$ cat src/rtl/core/alu8_pkg.sv
package alu8_pkg;

  typedef enum logic [4:0] {
    OP_ADD   = 5'd0,
    OP_ADC   = 5'd1,
    OP_SUB   = 5'd2,
    OP_SBC   = 5'd3,
    OP_AND   = 5'd4,
    OP_XOR   = 5'd5,
    OP_OR    = 5'd6,
    OP_INC   = 5'd7,
    OP_DEC   = 5'd8,
    OP_DAA   = 5'd9,
    OP_RLC   = 5'd10,
    OP_RRC   = 5'd11,
    OP_RL    = 5'd12,
    OP_RR    = 5'd13,
    OP_SLA   = 5'd14,
    OP_SRA   = 5'd15,
    OP_SWAP  = 5'd16,
    OP_SRL   = 5'd17,
    OP_BIT   = 5'd18,
    OP_ADD16 = 5'd19,
    OP_ADDSP = 5'd20
  } alu_op_e;

  localparam int unsigned FlagZ = 7;
  localparam int unsigned FlagN = 6;
  localparam int unsigned FlagH = 5;
  localparam int unsigned FlagC = 4;

  localparam logic [7:0] DaaLowAdj  = 8'h06;
  localparam logic [7:0] DaaHighAdj = 8'h60;
  localparam logic [7:0] DaaMaxBcd  = 8'h99;
  localparam logic [3:0] DaaMaxDig  = 4'h9;

  typedef struct packed {
    logic [4:0]  operation;
    logic [15:0] operand_a;
    logic [15:0] operand_b;
    logic        carry_in;
    logic [7:0]  flag_byte;
    logic [2:0]  bit_index;
  } alu8_in_t;

  typedef struct packed {
    logic [15:0] result_value;
    logic [7:0]  flags_out;
  } alu8_out_t;

  function automatic logic [7:0] mk_flags(input logic z, input logic n,
                                          input logic h, input logic c);
    mk_flags = {z, n, h, c, 4'h0};
  endfunction

endpackage

$ cat src/rtl/core/alu8_in_if.sv
interface alu8_in_if;
  logic                valid;
  logic                ready;
  alu8_pkg::alu8_in_t  payload;

  modport source (output valid, output payload, input ready);
  modport sink   (input valid, input payload, output ready);
endinterface

$ cat src/rtl/core/alu8_out_if.sv
interface alu8_out_if;
  logic                valid;
  logic                ready;
  alu8_pkg::alu8_out_t payload;

  modport source (output valid, output payload, input ready);
  modport sink   (input valid, input payload, output ready);
endinterface

$ cat src/rtl/core/eight_bit_alu_with_flags.sv
// Eight-bit ALU with Z/N/H/C flags: each request beat carries one operation, its operands,
// the carry input and the current flag byte, and yields exactly one response beat with the
// result and the new flag byte (low nibble always zero). The block takes one beat per clock
// cycle unless stalled, and returns its response through an input register and a result
// register with all arithmetic between them; back-pressure on the response side stalls
// the two registers in turn and holds the request side only when both are full.
module eight_bit_alu_with_flags (
  input logic        clk_i,
  input logic        rst_ni,
  alu8_in_if.sink    req_i,
  alu8_out_if.source rsp_o
);

  logic                s1_valid_q;
  alu8_pkg::alu8_in_t  s1_data_q;
  logic                s2_valid_q;
  alu8_pkg::alu8_out_t s2_data_q;
  alu8_pkg::alu8_out_t exec_res;
  logic                s2_ready;
  logic                s1_fire;
  logic                in_fire;

  assign s2_ready    = !s2_valid_q || rsp_o.ready;
  assign s1_fire     = s1_valid_q && s2_ready;
  assign req_i.ready = !s1_valid_q || s2_ready;
  assign in_fire     = req_i.valid && req_i.ready;

  alu8_exec u_exec (
    .op_i  (s1_data_q),
    .res_o (exec_res)
  );

  always_ff @(posedge clk_i or negedge rst_ni) begin
    if (!rst_ni) begin
      s1_valid_q <= 1'b0;
      s2_valid_q <= 1'b0;
    end else begin
      if (req_i.ready) s1_valid_q <= req_i.valid;
      if (s2_ready) s2_valid_q <= s1_valid_q;
    end
  end

  always_ff @(posedge clk_i) begin
    if (in_fire) s1_data_q <= req_i.payload;
    if (s1_fire) s2_data_q <= exec_res;
  end

  assign rsp_o.valid   = s2_valid_q;
  assign rsp_o.payload = s2_data_q;

  a_in_to_s1 : assert property (@(posedge clk_i) disable iff (!rst_ni)
    in_fire |=> s1_valid_q)
    else $error("accepted request beat did not reach the input register");

  a_s1_to_out : assert property (@(posedge clk_i) disable iff (!rst_ni)
    s1_fire |=> rsp_o.valid)
    else $error("executed beat did not reach the result register");

  a_no_drop : assert property (@(posedge clk_i) disable iff (!rst_ni)
    (s1_valid_q && !s2_ready) |=> s1_valid_q && $stable(s1_data_q))
    else $error("stalled beat in the input register was lost or overwritten");

endmodule

$ cat src/rtl/core/alu8_exec.sv
module alu8_exec (
  input  alu8_pkg::alu8_in_t  op_i,
  output alu8_pkg::alu8_out_t res_o
);

  logic [7:0]  a;
  logic [7:0]  b;
  logic        cin_use;
  logic [8:0]  add_sum;
  logic [4:0]  add_half;
  logic [8:0]  sub_diff;
  logic [4:0]  sub_half;
  logic        fn;
  logic        fh;
  logic        fc;
  logic [7:0]  daa_adj;
  logic        daa_c;
  logic [7:0]  daa_val;
  logic [16:0] sum16;
  logic [12:0] half16;
  logic [15:0] sp_sum;
  logic [4:0]  sp_half;
  logic [8:0]  sp_low;
  logic [7:0]  v8;

  assign a       = op_i.operand_a[7:0];
  assign b       = op_i.operand_b[7:0];
  assign cin_use = op_i.carry_in &
                   ((op_i.operation == alu8_pkg::OP_ADC) ||
                    (op_i.operation == alu8_pkg::OP_SBC));

  assign add_sum  = {1'b0, a} + {1'b0, b} + {8'h00, cin_use};
  assign add_half = {1'b0, a[3:0]} + {1'b0, b[3:0]} + {4'h0, cin_use};
  assign sub_diff = {1'b0, a} - {1'b0, b} - {8'h00, cin_use};
  assign sub_half = {1'b0, a[3:0]} - {1'b0, b[3:0]} - {4'h0, cin_use};

  assign fn = op_i.flag_byte[alu8_pkg::FlagN];
  assign fh = op_i.flag_byte[alu8_pkg::FlagH];
  assign fc = op_i.flag_byte[alu8_pkg::FlagC];

  // After a subtraction only the recorded half and full borrows steer the fix-up.
  always_comb begin
    daa_adj = 8'h00;
    daa_c   = fc;
    if (fn) begin
      if (fh) daa_adj = daa_adj | alu8_pkg::DaaLowAdj;
      if (fc) daa_adj = daa_adj | alu8_pkg::DaaHighAdj;
      daa_val = a - daa_adj;
    end else begin
      if (fh || (a[3:0] > alu8_pkg::DaaMaxDig)) daa_adj = daa_adj | alu8_pkg::DaaLowAdj;
      if (fc || (a > alu8_pkg::DaaMaxBcd)) begin
        daa_adj = daa_adj | alu8_pkg::DaaHighAdj;
        daa_c   = 1'b1;
      end
      daa_val = a + daa_adj;
    end
  end

  assign sum16   = {1'b0, op_i.operand_a} + {1'b0, op_i.operand_b};
  assign half16  = {1'b0, op_i.operand_a[11:0]} + {1'b0, op_i.operand_b[11:0]};
  assign sp_sum  = op_i.operand_a + {{8{b[7]}}, b};
  assign sp_half = {1'b0, op_i.operand_a[3:0]} + {1'b0, b[3:0]};
  assign sp_low  = {1'b0, op_i.operand_a[7:0]} + {1'b0, b};

  always_comb begin
    v8                 = 8'h00;
    res_o.result_value = 16'h0000;
    res_o.flags_out    = {op_i.flag_byte[7:4], 4'h0};
    unique case (op_i.operation) inside
      alu8_pkg::OP_ADD, alu8_pkg::OP_ADC: begin
        v8              = add_sum[7:0];
        res_o.flags_out = alu8_pkg::mk_flags(v8 == 8'h00, 1'b0, add_half[4], add_sum[8]);
      end
      alu8_pkg::OP_SUB, alu8_pkg::OP_SBC: begin
        v8              = sub_diff[7:0];
        res_o.flags_out = alu8_pkg::mk_flags(v8 == 8'h00, 1'b1, sub_half[4], sub_diff[8]);
      end
      alu8_pkg::OP_AND: begin
        v8              = a & b;
        res_o.flags_out = alu8_pkg::mk_flags(v8 == 8'h00, 1'b0, 1'b1, 1'b0);
      end
      alu8_pkg::OP_XOR: begin
        v8              = a ^ b;
        res_o.flags_out = alu8_pkg::mk_flags(v8 == 8'h00, 1'b0, 1'b0, 1'b0);
      end
      alu8_pkg::OP_OR: begin
        v8              = a | b;
        res_o.flags_out = alu8_pkg::mk_flags(v8 == 8'h00, 1'b0, 1'b0, 1'b0);
      end
      alu8_pkg::OP_INC: begin
        v8              = a + 8'h01;
        res_o.flags_out = alu8_pkg::mk_flags(v8 == 8'h00, 1'b0, a[3:0] == 4'hF, fc);
      end
      alu8_pkg::OP_DEC: begin
        v8              = a - 8'h01;
        res_o.flags_out = alu8_pkg::mk_flags(v8 == 8'h00, 1'b1, a[3:0] == 4'h0, fc);
      end
      alu8_pkg::OP_DAA: begin
        v8              = daa_val;
        res_o.flags_out = alu8_pkg::mk_flags(v8 == 8'h00, fn, 1'b0, daa_c);
      end
      alu8_pkg::OP_RLC: begin
        v8              = {a[6:0], a[7]};
        res_o.flags_out = alu8_pkg::mk_flags(v8 == 8'h00, 1'b0, 1'b0, a[7]);
      end
      alu8_pkg::OP_RRC: begin
        v8              = {a[0], a[7:1]};
        res_o.flags_out = alu8_pkg::mk_flags(v8 == 8'h00, 1'b0, 1'b0, a[0]);
      end
      alu8_pkg::OP_RL: begin
        v8              = {a[6:0], op_i.carry_in};
        res_o.flags_out = alu8_pkg::mk_flags(v8 == 8'h00, 1'b0, 1'b0, a[7]);
      end
      alu8_pkg::OP_RR: begin
        v8              = {op_i.carry_in, a[7:1]};
        res_o.flags_out = alu8_pkg::mk_flags(v8 == 8'h00, 1'b0, 1'b0, a[0]);
      end
      alu8_pkg::OP_SLA: begin
        v8              = {a[6:0], 1'b0};
        res_o.flags_out = alu8_pkg::mk_flags(v8 == 8'h00, 1'b0, 1'b0, a[7]);
      end
      alu8_pkg::OP_SRA: begin
        v8              = {a[7], a[7:1]};
        res_o.flags_out = alu8_pkg::mk_flags(v8 == 8'h00, 1'b0, 1'b0, a[0]);
      end
      alu8_pkg::OP_SWAP: begin
        v8              = {a[3:0], a[7:4]};
        res_o.flags_out = alu8_pkg::mk_flags(v8 == 8'h00, 1'b0, 1'b0, 1'b0);
      end
      alu8_pkg::OP_SRL: begin
        v8              = {1'b0, a[7:1]};
        res_o.flags_out = alu8_pkg::mk_flags(v8 == 8'h00, 1'b0, 1'b0, a[0]);
      end
      alu8_pkg::OP_BIT: begin
        res_o.flags_out = alu8_pkg::mk_flags(!a[op_i.bit_index], 1'b0, 1'b1, fc);
      end
      alu8_pkg::OP_ADD16: begin
        res_o.result_value = sum16[15:0];
        res_o.flags_out    = alu8_pkg::mk_flags(op_i.flag_byte[alu8_pkg::FlagZ], 1'b0,
                                                half16[12], sum16[16]);
      end
      alu8_pkg::OP_ADDSP: begin
        res_o.result_value = sp_sum;
        res_o.flags_out    = alu8_pkg::mk_flags(1'b0, 1'b0, sp_half[4], sp_low[8]);
      end
      default: begin
        res_o.flags_out = {op_i.flag_byte[7:4], 4'h0};
      end
    endcase
    if ((op_i.operation != alu8_pkg::OP_ADD16) && (op_i.operation != alu8_pkg::OP_ADDSP)) begin
      res_o.result_value = {8'h00, v8};
    end
  end

endmodule
$ cat src/flat_wrapper.sv
// flat-port wrapper written by rule: the top's interface ports become plain ports
module eight_bit_alu_with_flags_flat 
  (clk_i, rst_ni, req_i_valid, req_i_payload, req_i_ready, rsp_o_valid, rsp_o_payload, rsp_o_ready);
  alu8_in_if req_i_i ();
  alu8_out_if rsp_o_i ();
  input logic clk_i;
  input logic rst_ni;
  input wire logic [$bits(req_i_i.valid)-1:0] req_i_valid;
  input wire logic [$bits(req_i_i.payload)-1:0] req_i_payload;
  output wire logic [$bits(req_i_i.ready)-1:0] req_i_ready;
  output wire logic [$bits(rsp_o_i.valid)-1:0] rsp_o_valid;
  output wire logic [$bits(rsp_o_i.payload)-1:0] rsp_o_payload;
  input wire logic [$bits(rsp_o_i.ready)-1:0] rsp_o_ready;
  assign req_i_i.valid = req_i_valid;
  assign req_i_i.payload = req_i_payload;
  assign req_i_ready = req_i_i.ready;
  assign rsp_o_valid = rsp_o_i.valid;
  assign rsp_o_payload = rsp_o_i.payload;
  assign rsp_o_i.ready = rsp_o_ready;
  eight_bit_alu_with_flags u_core (.clk_i(clk_i), .rst_ni(rst_ni), .req_i(req_i_i), .rsp_o(rsp_o_i));
endmodule
$ cat config.mk
export PLATFORM = sky130hd
export DESIGN_NAME = eight_bit_alu_with_flags_flat
export DESIGN_NICKNAME = d
export VERILOG_FILES = /design/src/rtl/core/alu8_pkg.sv /design/src/rtl/core/alu8_in_if.sv /design/src/rtl/core/alu8_out_if.sv /design/src/rtl/core/eight_bit_alu_with_flags.sv /design/src/rtl/core/alu8_exec.sv /design/src/flat_wrapper.sv
export SDC_FILE = /design/constraint.sdc
export NUM_CORES = 1
export LEC_CHECK = 0
export ABC_AREA = 1
export BUFFER_PORTS_ARGS = -buffer_cell sky130_fd_sc_hd__buf_2
export CORE_UTILIZATION = 45
export CTS_BUF_LIST = sky130_fd_sc_hd__clkbuf_8
export DETAILED_ROUTE_END_ITERATION = 6
export PLACE_DENSITY = 0.62
export SKIP_LAST_GASP = 1
export SLEW_MARGIN = 20
export SYNTH_ARGS = -nofsm -noshare
export SYNTH_HDL_FRONTEND = slang
export SYNTH_SLANG_ARGS = --single-unit
export TNS_END_PERCENT = 10
$ cat constraint.sdc
create_clock -name clk_i -period 4.1 [get_ports clk_i]
set_input_delay 0.82 -clock clk_i [delete_from_list [all_inputs] [get_ports clk_i]]
set_output_delay 0.82 -clock clk_i [all_outputs]
set_load 0.1 [all_outputs]
==> metrics.cfg, run 1 <==
[worst_setup_path]
crit_buf_inv=2
startpoint_type=register
worstPathMaxFanout=7
crit_required_ns=4.19
crit_type=reg -> reg
cp_cell_sequence=nor2_2 -> nand2_1 -> nor3_1 -> buf_4 -> inv_1 -> fa_1 -> fa_1 -> or2_1 -> a21oi_1 -> nand2_1 -> nand2_1 -> nor2_1 -> nor3_1 -> o2111ai_1
crit_arrival_ns=3.69
critPathMaxStageDelay_ns=0.49
crit_path_end_kind=register
cp_top_family=simple AND/OR/NAND/NOR gates
cp_common_cell=nand2_1
cp_slowest_cell=edfxtp_1

[yosys]
synth_largest_area_cell=edfxtp_1
ys_seq_area_share_pct=31.06
synth_flop_cell=edfxtp_1
synthCells=903
syn_avg_cell_area_um2=7.137
synth_top_cell_area_share_pct=30.29
yosysUniqueCellTypes=44
async_flop_share_pct=2.985
synthTopCellsByCount=nand2_1, inv_1, nand3_1, nor2_1, edfxtp_1
yosys_warnings=0
ys_ff_latch=67
synth_edf_count=65
synth_area_leaders=edfxtp_1, nand2_1, ha_1
yosysMostFrequentCell=nand2_1
syn_area_um2=6445

[route]
routedWlPerCell_um=16.78
finalWirelength_um=19600
firstDrtPassIters=5
vias=6339
vias_per_cell=5.427
drc=0
ant_nets=0
drtIter0Drc=532

[cts]
clock_sinks=67
post_cts_resize_count=0
htreeDepth=3
root_buffer=clkbuf_8
tritoncts=yes
cts_made_buffers=9
clk_path_buf_depth=2
post-cts-setup-buffers=0
holdBufCountCts=0
cts.clk_slew.worst_paths_ns=0.08
insertion_delay_ns=0.38

[job]
drv_cap=0

[timing]
finalHoldViolations=0
finalCritPeriodShare_pct=87.80
setup_viol=0
fin_tns_setup_ns=0
whs_ns=0.2106
relSlewSlack_pct=37.19
timing.fmax_mhz=277.8
maxSlewViolCount=0
tightest_slew_ns=0.9408
rsz0062_at_grt=no
setup_ws_ns=0.5002
post-route-min-period_ns=3.600
finClkSkew_ns=0.01262

[final_layout]
fillers=1401
area_growth_pct=11.88
nNetsFinal=1099
drive_above_1_share_pct=13.77
multi_input_area_um2=3910
seq_area_um2=2002
antenna-diode-count=0

[grt]
grt_overflow=0
grt_max_degree=46
grt_pass1_vias=5773
grt_pass1_wl_um=30380
grt_antenna_before_repair=0
grt_usage_pct=27.48

[run_status]
status=complete, no violations

[placed_design]
port_buffers=70
globalplace.congestion=0.9621
place_hpwl_um=15600
pre_cts_ws_ns=0.5650

[floorplanning]
initial_utilization_pct=46.25
num_rows=43
core_area_um2=13930
die_x_um=121.7
pin_count=79
die_h_um=121.7
dieArea_um2=14800

[power_and_ir_drop]
leakage_nw=3.440
ir_drop_uv=210.8
cellPowerDensity_nw_per_um2=347.3

[hold_path]
hp-class=in -> async

[registers in the layout (all words and copies together) (netlist names)]
name / flops
u_core.s1_valid_q: 1
u_core.s1_data_q: 45
u_core.rsp_o.valid: 1
u_core.rsp_o.payload: 20
[power by group]
group          leakage, nW  switching (mW)  total [mW]  internal [mW]
logic                 2.68           0.755        1.04          0.281
clock network        0.104           0.296       0.594          0.297
registers            0.652          0.0425       0.875          0.833
total                 3.44            1.09        2.50           1.41
[cells in the final DEF, fill, tap and decap left out, types with 3 or more instances in the layout]
master / count
ha_1: 60
a21oi_2: 3
edfxtp_1: 65
clkbuf_8: 10
nand2_1: 245
nor3_1: 10
nor2_1: 92
a21o_1: 4
o21a_1: 3
nand3_1: 95
o21ai_0: 23
xnor2_1: 4
nand4_1: 19
nand2_2: 11
nor2_2: 10
inv_1: 109
fa_1: 3
buf_2: 70
o2111ai_1: 10
a21oi_1: 44
xor2_1: 11
a211oi_1: 4
buf_4: 12
o22ai_1: 17
conb_1: 4
nand3b_1: 7
o21ai_1: 7
nor2_4: 4
inv_2: 5
[cell families after synthesis]
kind of cell               count (synthesis)  share of synthesized area, %
xor gates and xnor gates                  15                         2.038
and+or+nand+nor                          502                         34.21
adders and majority gates                 63                         12.58
other                                      1                       0.05819
DFF                                       67                         31.06
AOI/OAI and AO/OA                        124                         11.55
buffers and inverters                    131                         8.503
[worst paths after layout]
kind                                                start                                  to  cells after the start  slack (ns)
min in group clk_i          u_core.s1_valid_q$_DFFE_PN0N_      u_core.rsp_o.valid$_DFFE_PN0P_                      2        0.51
setup / recovery           u_core.s1_data_q[46]$_DFFE_PP_  u_core.rsp_o.payload[12]$_DFFE_PP_                     14        0.50
setup reg to reg           u_core.s1_data_q[46]$_DFFE_PP_  u_core.rsp_o.payload[12]$_DFFE_PP_                     14        0.50
hold / removal                                     rst_ni      u_core.rsp_o.valid$_DFFE_PN0P_                      1        0.21
max in group asynchronous                          rst_ni       u_core.s1_valid_q$_DFFE_PN0N_                      1        3.80
hold reg to reg             u_core.s1_valid_q$_DFFE_PN0N_      u_core.rsp_o.valid$_DFFE_PN0P_                      2        0.51
[stage by stage]
| step | area, um2 | instances | power [mW] | util (%) |
|---|---|---|---|---|
| after global placement | 7009 | 1152 | 1.909 | 50.30 |
| after floorplan | 6456 | 906 | 1.682 | - |
| after CTS | 7211 | 1168 | 2.506 | 51.75 |
| after global routing | 7211 | 1168 | 2.645 | 51.75 |
| final | 7211 | 1168 | 2.505 | 51.75 |
| after detailed placement | 7009 | 1152 | 1.913 | 50.30 |
[layout make-up]
| type | count | area share [%] |
|---|---|---|
| Clock inverter | 6 | 0.8850 |
| Multi-Input combinational cell | 708 | 54.23 |
| Inverter | 115 | 5.986 |
| Clock buffer | 10 | 1.909 |
| Timing Repair Buffer | 82 | 6.108 |
| Tap cell | 180 | 3.123 |
| Sequential cell | 67 | 27.76 |
[routing by layer]
layer	up-vias	GRT usage, %	part of all wire [%]
li1	3201	-	-
met2	195	42.61	44
met4	0	11.19	2.7
met5	-	0	0
met3	33	4.167	6.3
met1	2910	38.12	47
Note: power is estimated with default switching activity, not from simulation.
==> run 2, diff against run 1 <==
--- a/config.mk
+++ b/config.mk
@@ -10,7 +10,7 @@
 export CORE_UTILIZATION = 45
 export CTS_BUF_LIST = sky130_fd_sc_hd__clkbuf_8
 export DETAILED_ROUTE_END_ITERATION = 6
-export PLACE_DENSITY = 0.62
+export PLACE_DENSITY = 0.64
 export SKIP_LAST_GASP = 1
 export SLEW_MARGIN = 20
 export SYNTH_ARGS = -nofsm -noshare
==> run 2 against run 1 <==
Global-route usage rose by 0.15 points. Hold slack got worse by 0.0027 ns. Via count rose by 1.5%. Register-to-register slack got worse by 0.14 ns. Cell area fell by 0.24%. Highest routed layer unchanged.
==> metrics.cfg, run 2 (synthesized netlist as in run 1, its figures left out) <==
[worst_setup_path]
worstPathMaxFanout=7
crit_path_end_kind=register
cp_top_family=simple AND/OR/NAND/NOR gates
crit_required_ns=4.20
crit_arrival_ns=3.83
critPathMaxStageDelay_ns=0.49
crit_type=reg -> reg
r2r-start=u_core.s1_data_q[46]$_DFFE_PP_
cp_slowest_cell=edfxtp_1
r2r_cells=13
cp_common_cell=nand2_1
reg2reg_to=u_core.rsp_o.payload[12]$_DFFE_PP_
cp_cell_sequence=nor2_2 -> nand2_1 -> nor3_1 -> inv_1 -> fa_1 -> fa_1 -> or2_1 -> a21oi_1 -> nand2_1 -> nand2_1 -> nor2_1 -> nor3_1 -> o2111ai_1
r2r_setup_slack_ns=0.36
crit_buf_inv=1
startpoint_type=register

[cts]
root_buffer=clkbuf_8
insertion_delay_ns=0.40
htreeDepth=3
clk_path_buf_depth=2
holdBufCountCts=0
post_cts_resize_count=0
tritoncts=yes
cts.clk_slew.worst_paths_ns=0.08
clock_sinks=67
post-cts-setup-buffers=0
cts_made_buffers=9

[route]
drtIter0Drc=559
vias=6433
ant_nets=0
firstDrtPassIters=5
vias_per_cell=5.517
finalWirelength_um=19420
drc=0
routedWlPerCell_um=16.66

[floorplanning]
core_area_um2=13930
pin_count=79
die_h_um=121.7
dieArea_um2=14800
die_x_um=121.7
initial_utilization_pct=46.25
num_rows=43

[run_status]
status=complete, no violations

[timing]
rsz0062_at_grt=no
finalCritPeriodShare_pct=91.11
tightest_slew_ns=0.9318
setup_viol=0
finClkSkew_ns=0.02329
fin_tns_setup_ns=0
relSlewSlack_pct=37.79
finalHoldViolations=0
timing.fmax_mhz=267.7
maxSlewViolCount=0
post-route-min-period_ns=3.735

[placed_design]
globalplace.congestion=0.9881
dp_cells=1150
placed_cell_area_um2=6994
place_hpwl_um=15290
port_buffers=70

[final_layout]
final_util_pct=51.62
mostFrequentLayoutCell=nand2_1
nNetsFinal=1097
layout_common_cells=nand2_1, inv_1, nand3_1
final_cell_area_um2=7193
antenna-diode-count=0
instances_no_fill=1166
drive_above_1_share_pct=13.69
largest-register=u_core.s1_data_q
largest_reg_flops=45
area_growth_pct=11.61

[grt]
grt_max_degree=46
grt_overflow=0
grt_pass1_vias=5886
grt_usage_pct=27.63
grt_antenna_before_repair=0
grt_pass1_wl_um=30550

[hold_path]
hp-class=in -> async

[power_and_ir_drop]
leakage_nw=3.430
power_mw=2.510
cellPowerDensity_nw_per_um2=349.0
ir_drop_uv=178.4

[job]
drv_cap=0

[run 2: cell count changes in the layout (fill, tap and decap cells not counted)]
cell        before  now
buf_4           12   10
clkbuf_8        10    9
clkinv_2         1    2
clkinv_4         1    2
clkinvlp_4       1    0
inv_1          109  108
inv_6            1    2
[run 2: worst max path at each step]
stage / cells past startpoint / from / endpoint / slack (ns)
5_1_grt: 13 / u_core.s1_data_q[46]$_DFFE_PP_ / u_core.rsp_o.payload[12]$_DFFE_PP_ / 0.17
6_report: 13 / u_core.s1_data_q[46]$_DFFE_PP_ / u_core.rsp_o.payload[12]$_DFFE_PP_ / 0.36
2_1_floorplan: 3 / u_core.rsp_o.valid$_DFFE_PN0P_ / u_core.s1_data_q[0]$_DFFE_PP_ / 0.82
4_1_cts: 13 / u_core.s1_data_q[46]$_DFFE_PP_ / u_core.rsp_o.payload[12]$_DFFE_PP_ / 0.47
3_3_place_gp: 13 / u_core.s1_data_q[46]$_DFFE_PP_ / u_core.rsp_o.payload[12]$_DFFE_PP_ / 0.50
3_5_place_dp: 13 / u_core.s1_data_q[46]$_DFFE_PP_ / u_core.rsp_o.payload[12]$_DFFE_PP_ / 0.48
[run 2: area by class of cell]
class	count	area (um2)
Clock buffer	9	123.9
Clock inverter	7	75.07
Fill cell	1385	6741
Inverter	115	431.7
Multi-Input combinational cell	708	3910
Sequential cell	67	2002
Tap cell	180	225.2
Timing Repair Buffer	80	425.4
[run 2: stage by stage]
step	setup slack (ns)	hold WS, ns
final	0.3646	0.2079
after global routing	0.1709	0.1990
after CTS	0.4666	0.2000
after detailed placement	0.4827	0.4777
after global placement	0.5002	0.4767
after floorplan	0.8170	0.4471
[run 2: metal layers]
metal	vias to the layer above	share of wire, %	track usage (%)
li1	3195	-	-
met1	2912	45	38.21
met2	283	44	42.93
met3	43	8.0	4.073
met4	0	2.9	11.57
met5	-	0	0
[run 2: where the power goes]
group          switching [mW]  total [mW]  internal (mW)
clock                   0.315       0.600          0.285
combinational           0.757        1.04          0.280
sequential             0.0408       0.874          0.833
total                    1.11        2.51           1.40
[run 2: worst register-to-register path, stage by stage (launching register included)]
cell	delay, ns
edfxtp_1	0.49
nor2_2	0.26
nand2_1	0.11
nor3_1	0.43
inv_1	0.11
fa_1	0.43
fa_1	0.43
or2_1	0.27
a21oi_1	0.21
nand2_1	0.08
nand2_1	0.09
nor2_1	0.05
nor3_1	0.35
o2111ai_1	0.16
